<file path="src/hw/rtl/pvu_fifo.sv">
// ----------------------------------------------------------------------------
// pvu_fifo
// small register queue with combinational head read, used between stages
// ----------------------------------------------------------------------------
module pvu_fifo #(
   parameter int Width = 8,
   parameter int Depth = 4
) (
   input  logic             clock,
   input  logic             reset,
   input  logic             push,
   input  logic [Width-1:0] push_data,
   output logic             full,
   input  logic             pop,
   output logic [Width-1:0] pop_data,
   output logic             empty
);
   localparam int AW = (Depth > 1) ? $clog2(Depth) : 1;

   logic [Width-1:0] mem_ff [Depth];
   logic [AW-1:0]    wr_ff, wr_in, rd_ff, rd_in;
   logic [AW:0]      cnt_ff, cnt_in;
   logic             do_push, do_pop;

   assign full     = (cnt_ff == (AW+1)'(Depth));
   assign empty    = (cnt_ff == '0);
   assign do_push  = push && !full;
   assign do_pop   = pop && !empty;
   assign pop_data = mem_ff[rd_ff];

   always_comb begin
      wr_in  = wr_ff;
      rd_in  = rd_ff;
      cnt_in = cnt_ff;
      if (do_push) begin
         wr_in = (wr_ff == AW'(Depth-1)) ? '0 : wr_ff + 1'b1;
      end
      if (do_pop) begin
         rd_in = (rd_ff == AW'(Depth-1)) ? '0 : rd_ff + 1'b1;
      end
      if (do_push && !do_pop) begin
         cnt_in = cnt_ff + 1'b1;
      end else if (do_pop && !do_push) begin
         cnt_in = cnt_ff - 1'b1;
      end
   end

   always_ff @(posedge clock) begin
      if (reset) begin
         wr_ff  <= '0;
         rd_ff  <= '0;
         cnt_ff <= '0;
      end else begin
         wr_ff  <= wr_in;
         rd_ff  <= rd_in;
         cnt_ff <= cnt_in;
      end
      if (do_push) begin
         mem_ff[wr_ff] <= push_data;
      end
   end
endmodule

</file>
<file path="config.mk">
export PLATFORM = sky130hd
export DESIGN_NAME = pvu_fifo
export DESIGN_NICKNAME = d
export VERILOG_FILES = /design/src/hw/rtl/pvu_fifo.sv
export SDC_FILE = /design/constraint.sdc
export NUM_CORES = 1
export LEC_CHECK = 0
export BUFFER_PORTS_ARGS = -buffer_cell sky130_fd_sc_hd__clkbuf_2
export CAP_MARGIN = 20
export CORE_UTILIZATION = 57
export DETAILED_ROUTE_END_ITERATION = 16
export GPL_TIMING_DRIVEN = 0
export PLACE_DENSITY = 0.79
export SLEW_MARGIN = 20
export SYNTH_ARGS = -nofsm -noshare
export SYNTH_HDL_FRONTEND = slang
export SYNTH_SLANG_ARGS = --single-unit
export TNS_END_PERCENT = 100
</file>
<file path="constraint.sdc">
create_clock -name clock -period 3.8 [get_ports clock]
set_input_delay 0.38 -clock clock [delete_from_list [all_inputs] [get_ports clock]]
set_output_delay 0.38 -clock clock [all_outputs]
set_load 0.005 [all_outputs]
</file>
## After elaboration in Yosys (flattened, before gate mapping)

Memories as Yosys holds them, arrays and structs flattened. A register that Yosys moved wholly into a read port is not among the register bits.
Index checks and enable logic that the tools add are counted.
W data, S select, Z words.

| word-level totals | value |
|---|---|
| RAM bits | 32 |
| memories | 1 |
| input port bits | 12 |
| register bits | 7 |
| output and inout port bits | 10 |

Memory list:

| memory | words | bits a word | read ports | clocked after memory_dff | write ports | RTL line | source |
|---|---|---|---|---|---|---|---|
| mem_ff | 4 | 8 | 1 | 1 | 1 | 20 | `logic [Width-1:0] mem_ff [Depth];` |

| operators by class | value |
|---|---|
| eq/ne operators | 3 |
| reductions and logical operators | 10 |
| add/subtract/negate cells | 4 |
| multiplexer cells | 8 |

Operators with widths:

| operator | number |
|---|---|
| $mux W2 | 4 |
| $mux W3 | 2 |
| $add A2 B1 Y2 const B | 2 |
| $eq A2 B2 Y1 const B | 2 |
| $logic_and A1 B1 Y1 | 4 |
| $logic_not A1 Y1 | 4 |
| $add A3 B1 Y3 const B | 1 |
| $eq A3 B3 Y1 const B | 1 |
| $logic_not A3 Y1 | 1 |
| $sub A3 B1 Y3 const B | 1 |
| $mux W1 | 2 |
| $reduce_bool A2 Y1 | 1 |

## Depth between registers and ports, before layout

| logic depth | value |
|---|---|
| word-level depth | 7 |
| gate-level depth with buffers | 10 |

## Worst setup path before layout

No wires, ideal clock.

| timing | value |
|---|---|
| kind | register to register |
| from | register cnt_ff[0] |
| to | register cnt_ff[2] |
| stages on the path, launching flop included | 11 |
| path buffers | 1 |
| setup slack | 1,637 ps |
| required time | 3,730 ps |
| period minus slack after synthesis | 2,163 ps |
| arrival | 2,093 ps |
| cells stage by stage | dfxtp_1 -> or3b_1 -> buf_6 -> clkinv_4 -> nor2_2 -> ha_1 -> inv_1 -> fa_1 -> xor2_1 -> or3_2 -> a21oi_1 |

| on the way | value |
|---|---|
| cells in the longest elaborated chain, start to end | 6 |
| elaborated cells on any way between the ends | 15 |
| those cells by class | add/sub: 2; eq/ne: 1; mux: 2; reduce/logical: 10 |

RTL lines:

| element | RTL line | source |
|---|---|---|
| start: declaration | 22 | `logic [AW:0] cnt_ff, cnt_in;` |
| start signal: assignment | 56 | `cnt_ff <= cnt_in;` |
| $eq A3 B3 Y1 (*) | 25 | `assign full = (cnt_ff == (AW+1)'(Depth));` |
| named net full | 13 | `output logic full,` |
| $logic_not A1 Y1 (*) | 27 | `assign do_push = push && !full;` |
| $logic_and A1 B1 Y1 (*) | 27 |  |
| named net do_push | 23 | `logic do_push, do_pop;` |
| $logic_not A1 Y1 | 43 | `end else if (do_pop && !do_push) begin` |
| $logic_and A1 B1 Y1 | 43 |  |
| $reduce_bool A2 Y1 (no source line) | - |  |

The timed path passes the listed nets; every way through them passes the cells marked *. The select of a mux whose other input is x is not followed.
A chain may end at the register's enable or synchronous reset.

## Worst setup path after layout

| timing | value |
|---|---|
| from | register cnt_ff[0] |
| to | register cnt_ff[2] |

| on the way | value |
|---|---|
| cells in the longest elaborated chain, start to end | 6 |
| elaborated cells on any way between the ends | 15 |
| those cells by class | add/sub: 2; eq/ne: 1; mux: 2; reduce/logical: 10 |

RTL lines:

| element | RTL line |
|---|---|
| $eq A3 B3 Y1 (*) | 25 |
| $logic_not A1 Y1 (*) | 27 |
| $logic_and A1 B1 Y1 (*) | 27 |
| named net do_push | 23 |
| $logic_not A1 Y1 | 43 |
| $logic_and A1 B1 Y1 | 43 |
| $reduce_bool A2 Y1 (no source line) | - |

Marked as above.

==> impl_metrics.csv <==
group,metric,value,unit
clock_network,postCtsResizedCells,0,
synthesis,synthDistinctLibCells,26,
timing,hold_ws,249.2,ps
floorplanning,row_count,19,
global_routing,grt-ovfl-total,0,
clock_network,cts_buffers,5,
worst_setup_path,path_cells,"or3b_1 > buf_6 > clkinv_4 > nor2_2 > ha_1 > inv_1 > fa_1 > xor2_1 > or3_2 > a21oi_1",
cells_and_area,seq_area,0.001141,mm^2
route,wl_per_cell,15.50,um
clock_network,htreeDepth,2,
timing,setup_violations,0,
run,cap_violations,0,
timing,grt_setup_unrepaired,"false",
power_and_ir_drop,peakVddDrop,0.4945,mV
timing,fmax,430.3,MHz
synthesis,ys_ff_latch,41,
power_and_ir_drop,seq_power_share,53.4,%
placed_design,io_buffers,20,
timing,slew_viol_final,0,
cells_and_area,multi_input_area,456.7,um^2
clock_network,cts_tree,"built",
clock_network,cts.sinks,41,
worst_setup_path,critPathLaunchType,"register",
worst_setup_path,crit_fanout,7,
synthesis,synth_edf_count,32,
floorplanning,dieArea,0.003105,mm^2
power_and_ir_drop,clkPwrFrac,19.6,%
worst_setup_path,cp.required,4080,ps
power_and_ir_drop,p_switching,293.4,uW
clock_network,clock_path_buffers,2,
timing,worstMarginPinSlew,455.4,ps
worst_setup_path,slowest_stage,"dfxtp_1",
route,dr.pass1.iters,4,
global_routing,grt_usage,17.97,%
global_routing,grt_max_degree,13,
route,num_vias,839,
clock_network,clk_pin_slew,110,ps
timing,fin_skew,13.43,ps
cells_and_area,utilization,67.41,%
power_and_ir_drop,p_per_area,588.1,mW/mm^2
timing,fin_crit,2324,ps
worst_setup_path,path_buf_inv,3,
placed_design,place_inst,143,
floorplanning,ioPinCount,22,
route,drt_iter0_drc,26,
synthesis,ys.warnings.count,0,
floorplanning,die_h,55.73,um
worst_setup_path,setup.worst_path.class,"reg -> reg",
synthesis,seq_area_frac_synth,69.35,%
synthesis,synth_most_common_cell,"edfxtp_1",
synthesis,syn-num-nets,111,
route,viasPerCell,5.556,
timing,setup_ws,1476,ps
cells_and_area,nets,138,
synthesis,avgSynthCellArea,17.88,um^2
timing,relSlewSlack,69.64,%
clock_network,cts_root_buf,"clkbuf_4",
clock_network,insertion_delay,330,ps
placed_design,gp_congestion,0.6527,
synthesis,synth_top_area_share,58.40,%
synthesis,ys.flop_type,"edfxtp_1",
power_and_ir_drop,internal_power,790.6,uW
placed_design,hpwlAfterDp,1677,um
synthesis,synthesis.instances,92,
outcome,outcome,"finished clean",
clock_network,cts_hold_buf,0,
synthesis,synth_area,0.001645,mm^2
synthesis,yosys-top-cells-count,"edfxtp_1, dfxtp_1, mux4_2, ha_1",
cells_and_area,syn_to_final_growth,12.02,%
worst_setup_path,rr_worst_depth,10,
global_routing,grt_pass1_vias,857,
timing,hold_viol,0,
synthesis,synth_area_leaders,"edfxtp_1, dfxtp_1, mux4_2, ha_1, and3_2",
cells_and_area,layoutNonFillerInstCount,151,
floorplanning,core,0.002734,mm^2
cells_and_area,drive_gt1_share,37.50,%
power_and_ir_drop,switching_share,27.06,%
worst_setup_path,crit_arrival,2600,ps
global_routing,antenna_found_initial,0,
global_routing,grt_first_pass_wirelength,3967,um
timing,fin_setup_tns,0,ps
power_and_ir_drop,comb_power_share,27.0,%
worst_hold_path,min_path_type,"in -> reg",
floorplanning,start_util,60.18,%
cells_and_area,diodes,0,
route,drcViolationCount,0,
worst_setup_path,slowest_delay,460,ps
worst_hold_path,min_path_cells,1,
worst_setup_path,end_kind,"register",
synthesis,synth_top_cell_by_area,"edfxtp_1",
placed_design,pre_cts_ws,1490,ps
route,final_antenna_net_count,0,
route,wirelength,2340,um
worst_setup_path,path_delay_family,"simple AND/OR/NAND/NOR gates",
synthesis,async_reset_ff_share,0,%
clock_network,post_cts_buffers,0,
timing,period_share,61.15,%
power_and_ir_drop,power_leakage,0.0006915,uW
cells_and_area,fillers,184,
worst_setup_path,crit_cells,10,
floorplanning,dieWidth,55.73,um
cell type report:
type / count / area share [%]
flip-flops and latches: 41 / 61.91
plain buffers: 4 / 1.290
clock buffers: 8 / 3.191
inverters: 5 / 1.290
repair buffers: 20 / 5.431
multi-input cells: 42 / 24.78
well taps: 31 / 2.105
cells in the final DEF (no fill, tap or decap), types with 2 or more instances in the layout:
| cell type | instances |
|---|---|
| o31ai_2 | 2 |
| nor3_1 | 2 |
| nand3_1 | 2 |
| edfxtp_1 | 32 |
| a21oi_1 | 3 |
| inv_1 | 4 |
| dfxtp_1 | 9 |
| and3_2 | 4 |
| xor2_1 | 2 |
| clkbuf_1 | 3 |
| clkbuf_4 | 5 |
| ha_1 | 6 |
| mux2i_1 | 2 |
| clkbuf_2 | 20 |
| nor2_1 | 3 |
| mux4_2 | 8 |
through the flow:
stage	power, uW	cell area [um^2]
detailed placement	885.5	1784
global route	1150	1843
CTS	1098	1843
global placement	869.3	1784
finish	1084	1843
floorplan	790.4	1645
layer usage:
layer  GRT usage (%)  wire length, um
met1           21.80              970
met2           28.92             1209
met3           6.977              122
met4           7.500               38
met5               0                0
registers in the layout, indices dropped and copies added, names as in the netlist, named ones only:
register and flops:
wr_ff 2, cnt_ff 3, mem_ff 32, rd_ff 2
path summary, 6_finish.rpt:
check                         startpoint                      to  slack [ps]
setup / recovery  cnt_ff[0]$_SDFFE_PP0P_  cnt_ff[2]$_SDFFE_PP0P_        1480
setup reg to reg  cnt_ff[0]$_SDFFE_PP0P_  cnt_ff[2]$_SDFFE_PP0P_        1480
hold reg to reg    rd_ff[0]$_SDFFE_PP0P_   rd_ff[0]$_SDFFE_PP0P_         520
hold / removal              push_data[1]  mem_ff[0][1]$_DFFE_PP_         250
cells by family after synthesis:
family          Yosys count  synth area share [%]
flops                    41                 69.35
simple gates             16                 5.704
mux                      10                 12.17
buf+inv                   9                 2.889
compound gates            7                 3.041
fa+ha+maj                 7                 5.779
xor+xnor                  2                 1.065
power by group through the flow:
stage                     combinational [uW]  clock (uW)  sequential (uW)
after detailed placement                 296           0              590
after CTS                                298         221              579
after global placement                   284           0              585
after floorplan                          209           0              581
final                                    293         213              579
after global routing                     327         238              586
(Power assumes the default switching activity.)
