$ cat config.mk
export PLATFORM = sky130hd
export DESIGN_NAME = pvu_front
export DESIGN_NICKNAME = d
export VERILOG_FILES = /design/src/hw/rtl/pvu_pkg.sv /design/src/hw/rtl/pvu_front.sv
export SDC_FILE = /design/constraint.sdc
export NUM_CORES = 2
export LEC_CHECK = 0
export BUFFER_PORTS_ARGS = -buffer_cell sky130_fd_sc_hd__buf_2
export CAP_MARGIN = 20
export CORE_MARGIN = 10
export CORE_UTILIZATION = 36
export DETAILED_ROUTE_END_ITERATION = 16
export SLEW_MARGIN = 20
export SYNTH_ARGS = -nofsm -noshare
export SYNTH_HDL_FRONTEND = slang
export SYNTH_SLANG_ARGS = --single-unit
$ cat constraint.sdc
create_clock -name clock -period 17.6 [get_ports clock]
set_input_delay 0 -clock clock [delete_from_list [all_inputs] [get_ports clock]]
set_output_delay 0 -clock clock [all_outputs]
set_load 0.02 [all_outputs]
$ cat src/hw/rtl/pvu_pkg.sv
// ----------------------------------------------------------------------------
// pvu_pkg
// shared types, constants and tables for the polar vector unit
// ----------------------------------------------------------------------------
package pvu_pkg;

   localparam int CordicStepsDefault = 16;
   localparam int AngleBitsDefault   = 16;
   localparam int TableLen           = 30;

   localparam logic [2:0] CMD_TO_POLAR = 3'd0;
   localparam logic [2:0] CMD_TO_POINT = 3'd1;
   localparam logic [2:0] CMD_ADD      = 3'd2;
   localparam logic [2:0] CMD_SCALE    = 3'd3;
   localparam logic [2:0] CMD_ROTATE   = 3'd4;

   localparam logic [31:0] GAIN_INV     = 32'd2608131496;
   localparam logic [31:0] HALF_TURN    = 32'h8000_0000;
   localparam logic [31:0] QUARTER_TURN = 32'h4000_0000;

   // working width for the rotation datapath
   localparam int WW = 40;

   typedef struct packed {
      logic [2:0]         cmd;
      logic signed [31:0] mag_a;
      logic [15:0]        ang_a;
      logic signed [31:0] mag_b;
      logic [15:0]        ang_b;
      logic signed [31:0] x_in;
      logic signed [31:0] y_in;
      logic signed [31:0] factor;
   } req_type;

   typedef struct packed {
      logic signed [31:0] x_out;
      logic signed [31:0] y_out;
      logic signed [31:0] mag_out;
      logic [15:0]        ang_out;
      logic               saturated;
   } rsp_type;

   function automatic logic [31:0] atan_entry(input logic [4:0] i);
      logic [31:0] r;
      begin
         case (i)
            5'd0: r = 32'h20000000;  5'd1: r = 32'h12E4051E;
            5'd2: r = 32'h09FB385B;  5'd3: r = 32'h051111D4;
            5'd4: r = 32'h028B0D43;  5'd5: r = 32'h0145D7E1;
            5'd6: r = 32'h00A2F61E;  5'd7: r = 32'h00517C55;
            5'd8: r = 32'h0028BE53;  5'd9: r = 32'h00145F2F;
            5'd10: r = 32'h000A2F98; 5'd11: r = 32'h000517CC;
            5'd12: r = 32'h00028BE6; 5'd13: r = 32'h000145F3;
            5'd14: r = 32'h0000A2FA; 5'd15: r = 32'h0000517D;
            5'd16: r = 32'h000028BE; 5'd17: r = 32'h0000145F;
            5'd18: r = 32'h00000A30; 5'd19: r = 32'h00000518;
            5'd20: r = 32'h0000028C; 5'd21: r = 32'h00000146;
            5'd22: r = 32'h000000A3; 5'd23: r = 32'h00000051;
            5'd24: r = 32'h00000029; 5'd25: r = 32'h00000014;
            5'd26: r = 32'h0000000A; 5'd27: r = 32'h00000005;
            5'd28: r = 32'h00000003; 5'd29: r = 32'h00000001;
            default: r = 32'h0;
         endcase
         return r;
      end
   endfunction

endpackage

$ cat src/hw/rtl/pvu_front.sv
// ----------------------------------------------------------------------------
// pvu_front
// classifies a request, aligns angles and prepares rotation operands
// ----------------------------------------------------------------------------
module pvu_front #(
   parameter int AngleBits = 16
) (
   input  logic                clock,
   input  logic                reset,
   input  pvu_pkg::req_type    in_data,
   input  logic                in_valid,
   output logic                in_ready,
   output logic                out_valid,
   input  logic                out_ready,
   output logic [2:0]          out_cmd,
   output logic signed [pvu_pkg::WW-1:0] out_xa,
   output logic signed [pvu_pkg::WW-1:0] out_xb,
   output logic [31:0]         out_za,
   output logic [31:0]         out_zb,
   output logic signed [31:0]  out_px,
   output logic signed [31:0]  out_py,
   output logic signed [31:0]  out_mag,
   output logic signed [31:0]  out_factor,
   output logic [15:0]         out_ang
);
   import pvu_pkg::*;

   localparam int Sh = 32 - AngleBits;
   localparam logic [31:0] AMask = (AngleBits >= 32) ? 32'hFFFF_FFFF
                                  : ((32'd1 << AngleBits) - 32'd1);

   // stage 1: gain multiply, stage 2: output register
   logic        v1_ff, v2_ff;
   req_type     r1_ff;
   logic [63:0] pa_ff, pb_ff;
   logic        na_ff, nb_ff;
   logic        adv;
   logic [31:0] ma_abs, mb_abs;
   logic [31:0] wa, wb, ang_sum;

   assign adv      = !v2_ff || out_ready;
   assign in_ready = adv || !v1_ff;
   assign out_valid = v2_ff;

   assign ma_abs = in_data.mag_a[31] ? 32'(-in_data.mag_a) : 32'(in_data.mag_a);
   assign mb_abs = in_data.mag_b[31] ? 32'(-in_data.mag_b) : 32'(in_data.mag_b);

   function automatic logic signed [WW-1:0] gain_out(input logic [63:0] p,
                                                      input logic neg);
      logic [63:0] r;
      begin
         r = (p + 64'h8000_0000) >> 32;
         return neg ? -(WW'(r)) : WW'(r);
      end
   endfunction

   function automatic logic [31:0] ang_align(input logic [15:0] a);
      logic [31:0] v;
      begin
         v = 32'(a) & AMask;
         return v << Sh;
      end
   endfunction

   assign wa = ang_align(r1_ff.ang_a);
   assign wb = ang_align(r1_ff.ang_b);
   assign ang_sum = (32'(r1_ff.ang_a) + 32'(r1_ff.ang_b)) & AMask;

   always_ff @(posedge clock) begin
      if (reset) begin
         v1_ff <= 1'b0;
         v2_ff <= 1'b0;
      end else begin
         if (in_ready) v1_ff <= in_valid;
         if (adv) v2_ff <= v1_ff;
      end
      if (in_ready && in_valid) begin
         r1_ff <= in_data;
         pa_ff <= 64'(ma_abs) * 64'(GAIN_INV);
         pb_ff <= 64'(mb_abs) * 64'(GAIN_INV);
         na_ff <= in_data.mag_a[31];
         nb_ff <= in_data.mag_b[31];
      end
      if (adv && v1_ff) begin
         out_cmd    <= r1_ff.cmd;
         out_xa     <= gain_out(pa_ff, na_ff);
         out_xb     <= gain_out(pb_ff, nb_ff);
         out_za     <= wa;
         out_zb     <= wb;
         out_px     <= r1_ff.x_in;
         out_py     <= r1_ff.y_in;
         out_mag    <= r1_ff.mag_a;
         out_factor <= r1_ff.factor;
         out_ang    <= (r1_ff.cmd == CMD_ROTATE) ? 16'(ang_sum)
                                                 : 16'(32'(r1_ff.ang_a) & AMask);
      end
   end
endmodule

* Yosys cells after proc, flatten, opt, wreduce, memory -nomap -nowiden
Index checks and enable logic that the tools add are counted.
** Operators by class
- Muxes and demuxes :: 5
- Order comparisons :: 0
- Reduce and logical (&&, ||, !) cells :: 6
- $add $sub $neg :: 7
- Shifts and indexed selects :: 0
- Equality and inequality tests :: 1
- Divide/modulo/power cells :: 0
- Multiply operators :: 2
- Bitwise gates (word level) :: 0
** Operators with widths (number)
- $add A64 B32 Y64 const B :: 2
- $mux W32 :: 4
- $mul A32 B29 Y61 const B :: 2
- $neg A32 Y40 :: 2
- $neg A32 Y32 :: 2
- $add A16 B16 Y16 :: 1
- $mux W16 :: 1
- $eq A3 B3 Y1 const B :: 1
- $logic_and A1 B1 Y1 :: 2
- $logic_not A1 Y1 :: 2
- $logic_or A1 B1 Y1 :: 2
** Word-level totals
- Logic and storage cells :: 46
- Bits in writable memories :: 0
- Bits in read-only memories :: 0
- Flip-flop bits (word level) :: 548
- Output and inout port bits :: 293
- Input bits :: 199
- Memories kept :: 0
- Latch bits :: 0

* Logic depth before layout (Yosys ltp)
- Depth in word-level cells :: 4
- Gate-level depth with buffers :: 36
- Gate-level depth less buffers :: 36

* Least setup slack after synthesis
OpenSTA, ideal clock, no wires.
- Kind :: register to register
- From :: reg v2_ff, in the netlist out_valid
- To :: reg out_ang[0] (enable)
- Arrival :: 11979 ps
- Stages on the path, launching flop included :: 3
- Data required time :: 16685 ps
- Setup time :: 915 ps
- Path buffers :: 0
- Period minus slack after synthesis :: 12894 ps
- Slack :: 4706 ps
- Path through :: dfxtp_1 > nor2b_1 > nor2b_1
** On the way
- Longest elaborated chain between the ends :: 3
** RTL lines
- start: declaration :: RTL line pvu_front.sv:33 : logic v1_ff, v2_ff;
- start signal: assignment :: RTL line pvu_front.sv:75 : if (adv) v2_ff <= v1_ff;
- $logic_not A1 Y1 :: RTL line pvu_front.sv:41 : assign adv = !v2_ff || out_ready;
- $logic_or A1 B1 Y1 :: RTL line pvu_front.sv:41
- $logic_and A1 B1 Y1 :: RTL line pvu_front.sv:84 : if (adv && v1_ff) begin
- end signal: assignment :: RTL line pvu_front.sv:94 : out_ang <= (r1_ff.cmd == CMD_ROTATE) ? 16'(ang_sum)
- end: declaration :: RTL line pvu_front.sv:24 : output logic [15:0] out_ang
Every way passes these cells.
A chain may end at the register's enable or synchronous reset.

* Final worst setup path
- From :: in in_data[160] (netlist bit)
- To :: reg pa_ff[63], data pin
** On the way
- Longest elaborated chain between the ends :: 3
** RTL lines
- start: declaration :: RTL line pvu_front.sv:10 : input pvu_pkg::req_type in_data,
- $neg A32 Y32 :: RTL line pvu_front.sv:45 : assign ma_abs = in_data.mag_a[31] ? 32'(-in_data.mag_a) : 32'(in_data.mag_a);
- $mux W32 (*) :: RTL line pvu_front.sv:45
- $mul A32 B29 Y61 (*) :: RTL line pvu_front.sv:79 : pa_ff <= 64'(ma_abs) * 64'(GAIN_INV);
- end signal: assignment :: RTL line pvu_front.sv:79
- end: declaration :: RTL line pvu_front.sv:35 : logic [63:0] pa_ff, pb_ff;
Every way passes the cells marked *; elsewhere a longest branch is shown, timed or not.

==> reports/qor.csv <==
stage,metric,value,unit
worst_setup_path,FF-to-FF Start,pa_ff[31]$_DFFE_PP_,
sta,sum of negative setup slack,0,ns
global_routing,GRT overflow,0,
drt,initial DRC count,2106,
floorplan,Die Ht,413,µm
synth,Yosys cell types,86,
floorplan,Site Rows,144,
cells_and_area,layout cells sized above 1,11.7,%
synth,Post-Syn Area,55600,µm²
cells_and_area,Filler cells,14600,
cells_and_area,register area,14700,µm²
outcome,run status,finished clean,
cells_and_area,Util after Layout,41.7,%
sta,Period minus WS final,10.56,ns
synth,"flops & latches, synth",491,
drt,post-route antenna net violation count,0,
floorplan,area of the core,154000,µm²
hold_path,HP Start,in_data[3],
global_routing,gr usage total,18.2,%
cells_and_area,"commonest non-fill, non-tap cell in the layout",inv_1,
global_routing,initial antenna violation count,10,
clock_tree,Root Buffer,clkbuf_16,
global_routing,pin count of the biggest net entering global routing,144,
clock_tree,clock-pin slew on the worst setup and hold paths,0.07,ns
clock_tree,clk sink count,491,
placement,RD Place Congestion,0.961,
worst_setup_path,CP max FO,13,
drt,post-DR vias/cell,4.77,
clock_tree,"Hold-fix buffers, CTS",168,
placement,placed cells,7287,
cells_and_area,Final Non-Filler Cells,7554,
sta,RSZ-0062 raised after global routing,false,
worst_setup_path,crit path kind,in -> reg,
clock_tree,TritonCTS buffer count,52,
sta,Peak Freq,0.0947,GHz
worst_setup_path,worst path required time,18.00,ns
cells_and_area,fin nets,7290,
worst_setup_path,R2R cell count,11,
sta,max_slew headroom,26.2,%
drt,# DRC,0,
synth,Yosys warning total,0,
hold_path,WHS Path Cells,2,
worst_setup_path,Crit path arrival time,10.96,ns
worst_setup_path,Critical Path Slowest Stage Cell,xor2_1,
sta,clk_skew,0.0774,ns
worst_setup_path,r2r endpoint,out_xa[29]$_DFFE_PP_,
floorplan,die area,171000,µm²
sta,Max Slew Vio Count,0,
sta,# setup viols final,0,
clock_tree,clk buf depth,3,
worst_setup_path,crit start category,input port,
sta,crit share post-route,60.0,%
synth,synthesized netlist cell count,4782,
cells_and_area,most frequent cells in the layout,"inv_1 (1254), fa_1 (894), ha_1 (731)",
placement,IO Port Bufs,459,
drt,final wirelength,156000,µm
floorplan,Die X,413,µm
hold_path,Hold WC Path Type,in -> reg,
worst_setup_path,"setup slack, reg-to-reg",13.30,ns
synth,Main synth FF type,edfxtp_1,
cells_and_area,final instance area,64100,µm²
clock_tree,CTS tree,yes,
cells_and_area,footprint of the multi-input gates,35900,µm²
worst_setup_path,worst stage delay on the critical path,0.59,ns
clock_tree,Post-CTS Resized,0,
drt,drt wl/cell,20.6,µm
floorplan,Initial Util,36.2,%
drt,via count,36100,
synth,async set-reset flop share out of synthesis,0,%
synth,Post-synth EDFFs,489,
sta,Worst Tran Pin Value,1.11,ns
synth,average size of a mapped cell,11.6,µm²
global_routing,vias in the first global route,39300,
hold_path,Hold EP,r1_ff[3]$_DFFE_PP_,
placement,placed inst area,60600,µm²
clock_tree,Post-CTS Setup Inserts,0,
run,max cap viols,0,
placement,DPL Wire Length,133000,µm
clock_tree,H-tree depth,2,
worst_setup_path,Critical Path Start,in_data[160],
worst_setup_path,crit-path most repeated cell,fa_1,
cells_and_area,Area Growth Syn to Fin,15.2,%
floorplan,I/O pins,492,
synth,sequential area share after synthesis,26.5,%
global_routing,first-pass GRT wire length,237000,µm
worst_setup_path,Critical Path Sink Type,flip-flop,
sta,Fin. Hold Viols,0,
clock_tree,Skew-Pair Late Insertion Delay,0.65,ns
drt,DR pass1 iterations,5,
[critical path: cells and delay by family]
family	cells	cell delay [ns]
AO/OA/AOI/OAI	7	2.67
XOR/XNOR	2	0.66
adder cells (fa/ha/maj)	10	4.56
buffers and inverters	7	1.48
AND/OR/NAND/NOR	7	1.54
[synth_stat cells (25+ instances only)]
library cell	n	area, µm²
a21o_1	68	510
a21oi_1	105	526
and3_1	27	169
buf_4	33	248
clkbuf_1	37	139
edfxtp_1	489	14700
fa_1	894	17900
ha_1	731	9150
inv_1	1254	4710
nand2_1	158	593
nand3_1	55	275
nand4_1	37	231
nor2_1	78	293
nor3_1	36	180
o21ai_0	125	626
o31ai_1	25	188
xnor2_1	192	1680
xor2_1	100	876
[stage by stage]
| step | worst slack [ns] | hold WS, ns |
|---|---|---|
| after global routing | 6.31 | 0.0185 |
| after floorplan | 4.71 | 0.0724 |
| final | 7.04 | 0.0527 |
| after detailed placement | 6.92 | 0.178 |
| after CTS | 7.00 | 0.00296 |
| after global placement | 7.11 | 0.176 |
[logic make-up (layout without fill, tap and decap cells)]
kind of cell               after synthesis  in the layout  share of synthesized area (%)
other                                    1             33                        0.00675
and+or+nand+nor                        546            546                           5.10
AOI/OAI and AO/OA                      480            480                           5.67
xor gates and xnor gates               292            292                           4.60
buffers and inverters                 1338           2034                           9.32
DFF                                    491            491                           26.5
muxes                                    9              9                          0.171
adders and majority gates             1625           1625                           48.6
[routing by layer]
metal / vias to the layer above / wire, µm / global-route usage, %
li1: 16700 / - / -
met1: 18100 / 65600 / 23.7
met2: 971 / 75500 / 30.6
met3: 276 / 9390 / 3.57
met4: 4 / 5310 / 5.55
met5: - / 20 / 0
[registers in the layout (all words and copies together) (netlist names), 3 cells and up]
signal	cells
r1_ff	163
out_xa	40
out_xb	40
pa_ff	33
pb_ff	33
out_factor	32
out_mag	32
out_px	32
out_py	32
out_ang	16
out_za	16
out_zb	16
out_cmd	3
[cell type report]
type	instances	area share (%)
flip-flops and latches	491	23.0
clock buffers	58	2.07
inverters	1255	7.35
multi-input cells	2984	56.0
clock inverters	39	0.723
well taps	2044	3.99
repair buffers	682	6.89
diodes	1	0.00391
[worst max path at each step]
stage	endpoint	slack (ns)	cells past startpoint
2_1_floorplan	out_ang[0]$_DFFE_PP_	4.71	2
3_3_place_gp	pa_ff[63]$_DFFE_PP_	7.11	30
3_5_place_dp	pa_ff[63]$_DFFE_PP_	6.92	32
4_1_cts	pa_ff[63]$_DFFE_PP_	7.00	33
5_1_grt	pa_ff[63]$_DFFE_PP_	6.31	33
6_report	pa_ff[63]$_DFFE_PP_	7.04	33
Power is not shown: default switching activity piles up to over one toggle a cycle in this logic, so the estimate is an artifact.
